File: src/sv/pidl_pkg.sv
`default_nettype none
package pidl_pkg;

  localparam int DEPTH_DEF = 16;
  localparam int Q_DEPTH_DEF = 2;
  localparam int POS_W = 8;
  localparam int DATA_W = 32;

  localparam logic [1:0] ACT_INSERT = 2'd0;
  localparam logic [1:0] ACT_DELETE = 2'd1;
  localparam logic [1:0] ACT_LIST = 2'd2;

  localparam logic [1:0] ST_OK = 2'd0;
  localparam logic [1:0] ST_EMPTY = 2'd1;
  localparam logic [1:0] ST_FULL = 2'd2;

  typedef struct packed {
    logic [1:0]              action;
    logic [POS_W-1:0]        position;
    logic signed [DATA_W-1:0] value;
  } in_t;

  typedef struct packed {
    logic signed [DATA_W-1:0] data_out;
    logic [1:0]               status;
    logic                     last;
  } out_t;

  typedef enum logic [1:0] {
    OP_INSERT,
    OP_DELETE,
    OP_LIST
  } op_e;

  typedef struct packed {
    op_e                 op;
    logic                at_front;
    logic [POS_W-1:0]    skip;
    logic [DATA_W-1:0]   value;
  } cmd_t;

  typedef enum logic [3:0] {
    BK_IDLE,
    BK_DECIDE,
    BK_MOD,
    BK_INS_RD,
    BK_INS_WR,
    BK_DEL_RD0,
    BK_DEL_CAP,
    BK_DEL_RD,
    BK_DEL_WR,
    BK_LIST
  } bk_state_e;

endpackage
`default_nettype wire

File: src/sv/pidl_front.sv
`default_nettype none
module pidl_front (
  input  wire logic          start,
  input  wire pidl_pkg::in_t in_data,
  input  wire logic          q_full,
  output logic               busy,
  output logic               push,
  output pidl_pkg::cmd_t     push_cmd
);
  import pidl_pkg::*;

  always_comb begin
    busy = q_full;
    push = 1'b0;
    push_cmd.op = OP_INSERT;
    push_cmd.at_front = (in_data.position == POS_W'(1));
    push_cmd.skip = (in_data.position >= POS_W'(2)) ? in_data.position - POS_W'(2) : '0;
    push_cmd.value = in_data.value;
    case (in_data.action)
      ACT_INSERT: begin
        push_cmd.op = OP_INSERT;
        push = start && !q_full;
      end
      ACT_DELETE: begin
        push_cmd.op = OP_DELETE;
        push = start && !q_full;
      end
      ACT_LIST: begin
        push_cmd.op = OP_LIST;
        push = start && !q_full;
      end
      default: begin
        push = 1'b0;
      end
    endcase
  end

endmodule
`default_nettype wire

File: src/sv/pidl_queue.sv
`default_nettype none
module pidl_queue #(
  parameter int QDEPTH = pidl_pkg::Q_DEPTH_DEF
) (
  input  wire logic           clk,
  input  wire logic           rst_n,
  input  wire logic           push,
  input  wire pidl_pkg::cmd_t push_cmd,
  output logic                full,
  input  wire logic           pop,
  output pidl_pkg::cmd_t      pop_cmd,
  output logic                empty
);
  import pidl_pkg::*;

  localparam int PW = (QDEPTH > 1) ? $clog2(QDEPTH) : 1;
  localparam int NW = $clog2(QDEPTH + 1);

  cmd_t          slot_r [QDEPTH];
  logic [PW-1:0] wr_ptr_r, wr_ptr_nxt;
  logic [PW-1:0] rd_ptr_r, rd_ptr_nxt;
  logic [NW-1:0] num_r, num_nxt;
  logic          do_push, do_pop;

  assign full = (num_r == NW'(QDEPTH));
  assign empty = (num_r == '0);
  assign pop_cmd = slot_r[rd_ptr_r];
  assign do_push = push && !full;
  assign do_pop = pop && !empty;

  always_comb begin
    wr_ptr_nxt = wr_ptr_r;
    rd_ptr_nxt = rd_ptr_r;
    num_nxt = num_r;
    if (do_push) begin
      wr_ptr_nxt = (wr_ptr_r == PW'(QDEPTH - 1)) ? '0 : wr_ptr_r + PW'(1);
    end
    if (do_pop) begin
      rd_ptr_nxt = (rd_ptr_r == PW'(QDEPTH - 1)) ? '0 : rd_ptr_r + PW'(1);
    end
    if (do_push && !do_pop) begin
      num_nxt = num_r + NW'(1);
    end else if (do_pop && !do_push) begin
      num_nxt = num_r - NW'(1);
    end
  end

  always_ff @(posedge clk) begin
    if (!rst_n) begin
      wr_ptr_r <= '0;
      rd_ptr_r <= '0;
      num_r <= '0;
    end else begin
      wr_ptr_r <= wr_ptr_nxt;
      rd_ptr_r <= rd_ptr_nxt;
      num_r <= num_nxt;
    end
  end

  always_ff @(posedge clk) begin
    if (do_push) begin
      slot_r[wr_ptr_r] <= push_cmd;
    end
  end

endmodule
`default_nettype wire

File: src/sv/pidl_back.sv
`default_nettype none
module pidl_back #(
  parameter int DEPTH = pidl_pkg::DEPTH_DEF
) (
  input  wire logic           clk,
  input  wire logic           rst_n,
  input  wire logic           q_empty,
  input  wire pidl_pkg::cmd_t q_cmd,
  output logic                q_pop,
  output logic                out_valid,
  output pidl_pkg::out_t      out_data
);
  import pidl_pkg::*;

  localparam int CW = $clog2(DEPTH + 1);
  localparam int AW = $clog2(DEPTH);
  localparam int RW = CW + 1;
  localparam int BW = $clog2(POS_W);

  logic [DATA_W-1:0] mem [DEPTH];

  bk_state_e         state_r, state_nxt;
  cmd_t              cmd_r, cmd_nxt;
  logic [CW-1:0]     cnt_r, cnt_nxt;
  logic [CW-1:0]     idx_r, idx_nxt;
  logic [CW-1:0]     p_r, p_nxt;
  logic [CW-1:0]     rem_r, rem_nxt;
  logic [BW-1:0]     bit_r, bit_nxt;
  logic [DATA_W-1:0] res_r, res_nxt;
  logic              pend_r, pend_nxt;
  logic              plast_r, plast_nxt;
  logic              out_valid_r;
  out_t              out_data_r;

  logic              wr_en, rd_en;
  logic [AW-1:0]     wr_addr, rd_addr;
  logic [DATA_W-1:0] wr_data, rd_data_r;
  logic              emit;
  out_t              emit_data;

  logic              is_empty, is_full, mod_done;
  logic [RW-1:0]     sh;
  logic [CW-1:0]     rem_new, rem_inc, del_idx;
  logic [CW-1:0]     p_inc;

  assign is_empty = (cnt_r == '0);
  assign is_full = (cnt_r == CW'(DEPTH));
  assign mod_done = (bit_r == '0);
  assign sh = {rem_r, cmd_r.skip[bit_r]};
  assign rem_new = (sh >= {1'b0, cnt_r}) ? CW'(sh - {1'b0, cnt_r}) : sh[CW-1:0];
  assign rem_inc = rem_new + CW'(1);
  assign del_idx = (rem_inc == cnt_r) ? '0 : rem_inc;
  assign p_inc = p_r + CW'(1);

  always_comb begin
    state_nxt = state_r;
    case (state_r)
      BK_IDLE: begin
        if (!q_empty) state_nxt = BK_DECIDE;
      end
      BK_DECIDE: begin
        case (cmd_r.op)
          OP_INSERT: begin
            if (cmd_r.at_front) state_nxt = is_full ? BK_IDLE : BK_INS_RD;
            else if (is_empty || is_full) state_nxt = BK_IDLE;
            else state_nxt = BK_MOD;
          end
          OP_DELETE: begin
            if (is_empty) state_nxt = BK_IDLE;
            else if (cmd_r.at_front) state_nxt = BK_DEL_RD0;
            else state_nxt = BK_MOD;
          end
          OP_LIST: begin
            state_nxt = is_empty ? BK_IDLE : BK_LIST;
          end
          default: state_nxt = BK_IDLE;
        endcase
      end
      BK_MOD: begin
        if (mod_done) state_nxt = (cmd_r.op == OP_INSERT) ? BK_INS_RD : BK_DEL_RD0;
      end
      BK_INS_RD: state_nxt = (p_r == idx_r) ? BK_IDLE : BK_INS_WR;
      BK_INS_WR: state_nxt = BK_INS_RD;
      BK_DEL_RD0: state_nxt = BK_DEL_CAP;
      BK_DEL_CAP: state_nxt = BK_DEL_RD;
      BK_DEL_RD: state_nxt = (p_inc >= cnt_r) ? BK_IDLE : BK_DEL_WR;
      BK_DEL_WR: state_nxt = BK_DEL_RD;
      BK_LIST: begin
        if (pend_r && plast_r) state_nxt = BK_IDLE;
      end
      default: state_nxt = BK_IDLE;
    endcase
  end

  always_comb begin
    q_pop = 1'b0;
    cmd_nxt = cmd_r;
    cnt_nxt = cnt_r;
    idx_nxt = idx_r;
    p_nxt = p_r;
    rem_nxt = rem_r;
    bit_nxt = bit_r;
    res_nxt = res_r;
    pend_nxt = 1'b0;
    plast_nxt = plast_r;
    wr_en = 1'b0;
    wr_addr = '0;
    wr_data = cmd_r.value;
    rd_en = 1'b0;
    rd_addr = '0;
    emit = 1'b0;
    emit_data.data_out = '0;
    emit_data.status = ST_OK;
    emit_data.last = 1'b1;
    case (state_r)
      BK_IDLE: begin
        if (!q_empty) begin
          q_pop = 1'b1;
          cmd_nxt = q_cmd;
        end
      end
      BK_DECIDE: begin
        idx_nxt = '0;
        p_nxt = cnt_r;
        rem_nxt = '0;
        bit_nxt = BW'(POS_W - 1);
        case (cmd_r.op)
          OP_INSERT: begin
            if (is_full) begin
              emit = 1'b1;
              emit_data.status = ST_FULL;
            end else if (!cmd_r.at_front && is_empty) begin
              emit = 1'b1;
              emit_data.status = ST_EMPTY;
            end
          end
          OP_DELETE: begin
            if (is_empty) begin
              emit = 1'b1;
              emit_data.status = ST_EMPTY;
            end
          end
          OP_LIST: begin
            p_nxt = '0;
            if (is_empty) begin
              emit = 1'b1;
              emit_data.status = ST_EMPTY;
            end
          end
          default: begin
            emit = 1'b0;
          end
        endcase
      end
      BK_MOD: begin
        rem_nxt = rem_new;
        bit_nxt = bit_r - BW'(1);
        if (mod_done) begin
          idx_nxt = (cmd_r.op == OP_INSERT) ? rem_inc : del_idx;
        end
      end
      BK_INS_RD: begin
        if (p_r == idx_r) begin
          wr_en = 1'b1;
          wr_addr = idx_r[AW-1:0];
          wr_data = cmd_r.value;
          cnt_nxt = cnt_r + CW'(1);
          emit = 1'b1;
        end else begin
          rd_en = 1'b1;
          rd_addr = AW'(p_r - CW'(1));
        end
      end
      BK_INS_WR: begin
        wr_en = 1'b1;
        wr_addr = p_r[AW-1:0];
        wr_data = rd_data_r;
        p_nxt = p_r - CW'(1);
      end
      BK_DEL_RD0: begin
        rd_en = 1'b1;
        rd_addr = idx_r[AW-1:0];
      end
      BK_DEL_CAP: begin
        res_nxt = rd_data_r;
        p_nxt = idx_r;
      end
      BK_DEL_RD: begin
        if (p_inc >= cnt_r) begin
          cnt_nxt = cnt_r - CW'(1);
          emit = 1'b1;
          emit_data.data_out = res_r;
        end else begin
          rd_en = 1'b1;
          rd_addr = p_inc[AW-1:0];
        end
      end
      BK_DEL_WR: begin
        wr_en = 1'b1;
        wr_addr = p_r[AW-1:0];
        wr_data = rd_data_r;
        p_nxt = p_inc;
      end
      BK_LIST: begin
        if (p_r != cnt_r) begin
          rd_en = 1'b1;
          rd_addr = p_r[AW-1:0];
          p_nxt = p_inc;
          pend_nxt = 1'b1;
          plast_nxt = (p_inc == cnt_r);
        end
        if (pend_r) begin
          emit = 1'b1;
          emit_data.data_out = rd_data_r;
          emit_data.last = plast_r;
        end
      end
      default: begin
        emit = 1'b0;
      end
    endcase
  end

  always_ff @(posedge clk) begin
    if (!rst_n) begin
      state_r <= BK_IDLE;
      cnt_r <= '0;
      pend_r <= 1'b0;
      out_valid_r <= 1'b0;
    end else begin
      state_r <= state_nxt;
      cnt_r <= cnt_nxt;
      pend_r <= pend_nxt;
      out_valid_r <= emit;
    end
  end

  always_ff @(posedge clk) begin
    cmd_r <= cmd_nxt;
    idx_r <= idx_nxt;
    p_r <= p_nxt;
    rem_r <= rem_nxt;
    bit_r <= bit_nxt;
    res_r <= res_nxt;
    plast_r <= plast_nxt;
    out_data_r <= emit_data;
  end

  always_ff @(posedge clk) begin
    if (wr_en) begin
      mem[wr_addr] <= wr_data;
    end
    if (rd_en) begin
      rd_data_r <= mem[rd_addr];
    end
  end

  assign out_valid = out_valid_r;
  assign out_data = out_data_r;

  a_cnt_bound: assert property (@(posedge clk) disable iff (!rst_n)
    cnt_r <= CW'(DEPTH))
    else $error("element count above depth");

  a_cnt_step: assert property (@(posedge clk) disable iff (!rst_n)
    cnt_r != $past(cnt_r) |-> (state_r == BK_IDLE && emit == 1'b0))
    else $error("count changed outside transaction end");

  a_list_no_wr: assert property (@(posedge clk) disable iff (!rst_n)
    state_r == BK_LIST |-> !wr_en)
    else $error("memory write during list");

  a_rem_bound: assert property (@(posedge clk) disable iff (!rst_n)
    state_r == BK_MOD |-> rem_r < cnt_r)
    else $error("remainder out of range");

endmodule
`default_nettype wire

File: src/sv/positional_insert_delete_list_unit.sv
// Insert and delete away from the front first reduce the position modulo the element count,
// then move elements one at a time by a read and a write; list reads one element per
// cycle after the first read. The back end works on one transaction at a time, and later
// commands wait in the command queue until it is done. Results are strobed on out_valid
// for one cycle; the receiver cannot stall. Reset clears the count and the command queue;
// element memory is not cleared.
`default_nettype none
module positional_insert_delete_list_unit #(
  parameter int DEPTH = pidl_pkg::DEPTH_DEF,
  parameter int QDEPTH = pidl_pkg::Q_DEPTH_DEF
) (
  input  wire logic          clk,
  input  wire logic          rst_n,
  input  wire logic          start,
  output logic               busy,
  input  wire pidl_pkg::in_t in_data,
  output logic               out_valid,
  output pidl_pkg::out_t     out_data
);
  import pidl_pkg::*;

  logic q_full, q_empty, push, pop;
  cmd_t push_cmd, pop_cmd;

  pidl_front u_front (
    .start    (start),
    .in_data  (in_data),
    .q_full   (q_full),
    .busy     (busy),
    .push     (push),
    .push_cmd (push_cmd)
  );

  pidl_queue #(.QDEPTH(QDEPTH)) u_queue (
    .clk      (clk),
    .rst_n    (rst_n),
    .push     (push),
    .push_cmd (push_cmd),
    .full     (q_full),
    .pop      (pop),
    .pop_cmd  (pop_cmd),
    .empty    (q_empty)
  );

  pidl_back #(.DEPTH(DEPTH)) u_back (
    .clk       (clk),
    .rst_n     (rst_n),
    .q_empty   (q_empty),
    .q_cmd     (pop_cmd),
    .q_pop     (pop),
    .out_valid (out_valid),
    .out_data  (out_data)
  );

endmodule
`default_nettype wire
File: config.mk
export PLATFORM = sky130hd
export DESIGN_NAME = positional_insert_delete_list_unit
export DESIGN_NICKNAME = d
export VERILOG_FILES = /design/src/sv/pidl_pkg.sv /design/src/sv/pidl_front.sv /design/src/sv/pidl_queue.sv /design/src/sv/pidl_back.sv /design/src/sv/positional_insert_delete_list_unit.sv
export SDC_FILE = /design/constraint.sdc
export NUM_CORES = 1
export LEC_CHECK = 0
export BUFFER_PORTS_ARGS = -buffer_cell sky130_fd_sc_hd__buf_2
export CORE_MARGIN = 10
export CORE_UTILIZATION = 40
export DETAILED_ROUTE_END_ITERATION = 7
export PLACE_DENSITY = 0.66
export SLEW_MARGIN = 5
export SYNTH_ARGS = -nofsm -noshare
export SYNTH_HDL_FRONTEND = slang
export SYNTH_SLANG_ARGS = --single-unit
File: constraint.sdc
create_clock -name clk -period 12.5 [get_ports clk]
set_input_delay 2.5 -clock clk [delete_from_list [all_inputs] [get_ports clk]]
set_output_delay 2.5 -clock clk [all_outputs]
set_load 0.05 [all_outputs]
# Word-level counts from Yosys, hierarchy flattened
# Memory sizes are Yosys's and may differ from the RTL's. A register that Yosys moved wholly into a read port is not among the register bits.
# Index checks and enable logic that the tools add are counted.
# W data, S select, Z words.
[word_totals]
inputBits = 45
register_bits = 101
word_cells = 165
n_memories = 2
ramBits = 598
output_inout_bits = 37
[classes]
n_eq_ne = 26
order_cmp = 4
add_sub_neg = 12
n_mux = 69
bitwise_logic = 1
n_reduce_logical = 35
[memory_table]
columns = ["name", "depth", "width", "read_ports", "rd_ports_with_merged_regs", "wr", "line_no", "source"]
rows = [
  ["u_back.mem", 16, 32, 1, 1, 1, "pidl_back.sv:20", "logic [DATA_W-1:0] mem [DEPTH];"],
  ["u_queue.slot_r", 2, 43, 1, 1, 1, "pidl_queue.sv:19", "cmd_t slot_r [QDEPTH];"],
]
[ops]
columns = ["operator", "n"]
rows = [
  ["$mux W32", 3],
  ["$pmux W32 S2", 1],
  ["$mux W4", 11],
  ["$mux W5", 8],
  ["$pmux W4 S9", 1],
  ["$pmux W5 S2", 3],
  ["$pmux W5 S5", 1],
  ["$mux W1", 21],
  ["$eq A4 B3 Y1 const B", 4],
  ["$pmux W4 S4", 1],
  ["$add A5 B1 Y5 const B", 3],
  ["$eq A5 B5 Y1", 3],
  ["$pmux W4 S3", 1],
  ["$reduce_and A2 Y1", 6],
  ["$mux W2", 5],
  ["$ne A2 B1 Y1 const B", 5],
  ["$sub A5 B1 Y5 const B", 2],
  ["$mux W3", 3],
  ["$eq A4 B2 Y1 const B", 2],
  ["$eq A4 B4 Y1 const B", 2],
  ["$eq A8 B1 Y1 const B", 1],
  ["$ge A8 B2 Y1 const B", 1],
  ["$mux W8", 1],
  ["$pmux W1 S4", 2],
  ["other kinds (33)", 56],
]

# Longest topological paths before layout
[depth]
ltp_word = 10
mapped_depth = 17
mapped_depth_nobuf = 17

# Cells and area by module
# Synthesis repeated with hierarchy kept, for this count alone.
[unflattened]
cells_unflattened = 1856
area_unflattened_um2 = 30708.2
[by_module_without_submodules]
columns = ["module", "area_each_um2", "seq_area_each_um2", "n_inst", "cells_per_inst"]
rows = [
  ["pidl_back", 26940.8, 20079.3, 1, 1635],
  ["pidl_queue", 3335.7, 2682.6, 1, 159],
  ["pidl_front", 431.7, 0.0, 1, 62],
]

# Worst setup path before layout
# Ideal clock, no wire load.
[synth_path]
kind = "input to register"
from = "in in_data[41] (netlist name)"
to = "mem u_queue.slot_r[0][0] (netlist name) (enable)"
setup_slack_ps = 7554
path_stages = 3
arrival_time_ps = 4501
cell_sequence = "nand2_1 > nand3_1 > nor2_1"
[synth_via]
elab_chain_len = 6
[synth_lines]
columns = ["element", "line_no", "source"]
rows = [
  ["start, declared", "positional_insert_delete_list_unit.sv:16", "input wire pidl_pkg::in_t in_data,"],
  ["$eq A2 B1 Y1, or another cell as far along", "pidl_front.sv:19", "case (in_data.action)"],
  ["$reduce_or A3 Y1 (no source line) *", "-", ""],
  ["$mux W1 *", "-", ""],
  ["$logic_and A1 B1 Y1 *", "pidl_queue.sv:28", "assign do_push = push && !full;"],
  ["$mux W1 *", "pidl_queue.sv:61", "if (do_push) begin"],
  ["$mux W1 (not written as such) *", "pidl_queue.sv:62", "slot_r[wr_ptr_r] <= push_cmd;"],
  ["end, declared", "pidl_queue.sv:19", ""],
]
# Mark *: on every way between the ends. The rest lies on a longest branch, timed or not.

# Worst setup path in the final report
[layout_path]
from = "reg u_back.p_r[1]"
to = "reg u_back.rd_data_r[19], read port of u_back.mem, data pin"
[layout_via]
elab_chain_len = 4
[layout_lines]
columns = ["element", "line_no", "source"]
rows = [
  ["start, declared", "pidl_back.sv:26", "logic [CW-1:0] p_r, p_nxt;"],
  ["start signal, assigned", "pidl_back.sv:241", "p_r <= p_nxt;"],
  ["$add A5 B1 Y5", "pidl_back.sv:53", "assign p_inc = p_r + CW'(1);"],
  ["$ge A5 B5 Y1", "pidl_back.sv:189", "if (p_inc >= cnt_r) begin"],
  ["$mux W4 / $mux W1 (equally long branches)", "pidl_back.sv:189", ""],
  ["$pmux W4 S4 / $pmux W1 S4 (equally long branches)", "pidl_back.sv:115", "case (state_r)"],
  ["end, declared", "pidl_back.sv:37", "logic [DATA_W-1:0] wr_data, rd_data_r;"],
]
# Several ways; a longest one is shown, not always the timed one.
# A chain may end at the register's enable or synchronous reset.

==> results.md <==
* CP endpoint kind: flop
* Ports at 82
* Post-route ant nets at 0
* Highest clock rate at 0.164 GHz
* Post-Synth Simple-Gate Area at 4.93%
* CTS tree: built
* Post-Syn Nets at 1898
* Most frequent cell after synthesis: edfxtp_1
* RSZ-0062 raised after global routing: no
* Slew Limit Headroom at 19.9%
* Nets at ~2000
* Fillers at 6349
* YS warnings at 0
* Post-synth top area share at 71.6%
* Top cell type by total area after synthesis: edfxtp_1
* Worst setup SP type: flop
* IO buf count at 81
* Vias in the first global route at between 15000 and 20000
* Initial Util at 40.6%
* Final HPWL DP at 38100 um
* Worst setup path class: reg2reg
* WP data arrival at 6.47 ns
* Post-Layout Cell Count at 2958
* Worst Path Max Fanout at 143
* Final hold vios at 0
* DRC marker count from the first detailed-route iteration at roughly 1900
* Worst skew pair latency at 0.63 ns
* Pin count of the biggest net entering global routing at 144
* Worst r2r src: u_back.p_r[1]
* Leakage at 0.0127 uW
* Critical path origin: u_back.p_r[1]
* Sequential cell area fraction in the yosys report at between 70% and 80%
* Final Slew Violations at 0
* CTS Sinks at 774
* Initial antenna violation count at 2
* Pre-antenna DRT Iters at 7
* Core box area at 74800 sq um
* Power per standard cell area at 193 nW/um^2
* Fin Clk Skew at 0.0178 ns
* Compound-cell area share of the yosys netlist at 5.65%
* Max IR drop VDD at 0.000107 V
* Diode count at 0
* Multiplexer area fraction after synthesis at between 10% and 20%
* Slew @ Worst Pin at 1.19 ns
* Vias at 16600
* Deepest clock path buffer count at 3
* DR vias/cell at ~5.6
* Hold_buf cts at 0
* Top post-synthesis cells by count: edfxtp_1 (724), mux2i_1 (262), nand2_1 (135), o22ai_1 (129), dfxtp_1 (50)
* CTS Buf Count at 78
* Die X at 296 um
* # rows at 100
* Mean post-synth cell area at 16.6 sq um
* Cells after synthesis at 1827
* Critical Path RT at roughly 13 ns
* Final period util at around half
* First-pass GRT wire length at 108000 um
* DRC Markers at 0
* Synth top area cells: edfxtp_1 (72%), mux2i_1 (8.6%), dfxtp_1 (3.3%)
* Final Critical Period at 6.11 ns
* Post_cts resized at 0
* Synth unique cells at 69
* Drt total wl at 73100 um
* Max Cap Viol at 0
* Root Driver: clkbuf_16
* Synth Area in Adders at under 10%
* FFs w/ async S/R, synth at 0%
* Layout cells sized above 1 at 15.6%
* Gr usage total at ~17%
* Status: finished, final reports clean
* CTS clock-pin slew for the worst setup and hold paths at 0.06 ns
* Hold wc startpoint: u_back.res_r[24]
* Mapped Area at 30400 sq um
* Routed len/inst at 24.7 um
* FF+latch count, synth at 774
* Post-synth EDFFs at 724
* GPL Wtd Cong at 0.823
* Largest family of logic cells by synthesized area: multiplexers
* # setup viols final at 0
* XOR/XNOR Fraction of Synth Area at 1.14%
* Die area at 87300 sq um
* Post-CTS setup buffer count at 0
* Fin Setup TNS at 0 ns
* H-Tree Depth at 3
* Vert. Die Dim at around 300 um
* Min-Delay Path Class: reg2reg
* Total grt overflow at 0
* Synth Flop Type: edfxtp_1
* Area grow syn2layout at 13.4%
* Inst Count DP at 2819
-- kinds of logic (layout without fill, tap and decap cells) --
family	Yosys count	count (layout)
AO/OA/AOI/OAI	249	249
AND/OR/NAND/NOR	309	309
multiplexers	310	310
XOR/XNOR	38	38
adder cells (fa/ha/maj)	26	26
flip-flops	774	774
buffers and inverters	121	283
-- metal layers --
metal / GRT usage, % / up-vias / share of wire (%)
met4: 4.77 / 2 / 2.2
met2: 27.3 / 671 / 48
li1: - / 7368 / -
met3: 2.84 / 119 / 7.3
met1: 22.3 / 8446 / 42
met5: 0 / - / 0.0096
-- report_power, final --
group	switching [uW]	leakage (uW)	internal, uW	total, uW
sequential	88.8	0.00695	3260	3350
clock	975	0.00120	1270	2240
combinational	691	0.00452	366	1060
total	1750	0.0127	4890	6650
-- worst max-delay path: stages, from the launching register on --
cell       delay, ns
edfxtp_1        0.58
ha_1            0.34
nor2b_1         0.16
or2_2           0.29
ha_1            0.29
and3_1          0.17
nand3_1         0.21
and4_1          0.34
nor3_1          0.38
a2bb2oi_4       0.19
buf_12          0.69
buf_4           1.01
mux2i_1         0.29
o22ai_1         0.12
or4_1           0.54
-- cell type report --
cell class / instances / area (sq um) / area share (%)
Multi-Input combinational cell: 932 / 7250 / 21.1
Inverter: 26 / 98.8 / 0.287
Clock buffer: 102 / 2110 / 6.14
Timing Repair Buffer: 118 / 696 / 2.02
Sequential cell: 774 / 22700 / 66.0
Clock inverter: 37 / 323 / 0.937
Tap cell: 969 / 1210 / 3.52
-- metrics by stage --
step / hold WS (ns) / setup slack [ns] / cell area (sq um) / utilization [%] / power (uW)
3_5_place_dp: 0.453 / 6.52 / 32000 / 42.8 / 4460
3_3_place_gp: 0.452 / 6.80 / 32000 / 42.8 / 4400
2_1_floorplan: 0.429 / 7.55 / 30400 / - / 4150
6_report: 0.462 / 6.39 / 34400 / 46.0 / 6650
5_1_grt: 0.488 / 6.11 / 34400 / 46.0 / 6890
4_1_cts: 0.466 / 6.42 / 34400 / 46.0 / 6690
-- worst paths after layout --
| path | endpoint | cells after the start | slack [ns] |
|---|---|---|---|
| worst max register to register | u_back.rd_data_r[19] | 14 | 6.39 |
| worst min-delay path | u_back.out_data[27] | 1 | 0.46 |
| worst max-delay path | u_back.rd_data_r[19] | 14 | 6.39 |
| worst min register to register | u_back.out_data[27] | 1 | 0.46 |
-- flip-flops by register name, indices dropped and copies added, names as in the netlist, 32 cells and up --
name,flops
u_queue.slot_r,86
u_back.mem,512
u_back.out_data,35
u_back.res_r,32
u_back.rd_data_r,32
u_back.cmd_r,43
-- cells in the final DEF (no fill, tap or decap), types with 12 or more instances in the layout --
cell type	Yosys	layout
nor2_4	0	17
and2_1	14	13
mux2_2	46	46
nand2_1	135	134
nor3_1	17	16
o21ai_0	12	12
xnor2_1	24	24
nand3_1	21	21
o22ai_1	129	129
clkbuf_1	48	19
nor2_1	47	30
ha_1	24	24
clkinv_2	1	14
edfxtp_1	724	724
buf_2	34	81
inv_1	23	22
a21oi_1	19	19
clkbuf_16	0	80
dfxtp_1	50	49
a22o_1	32	32
or4_1	33	33
mux2i_1	262	262
buf_4	7	36
xor2_1	13	13
No activity file was read; power rests on OpenSTA's default activity.
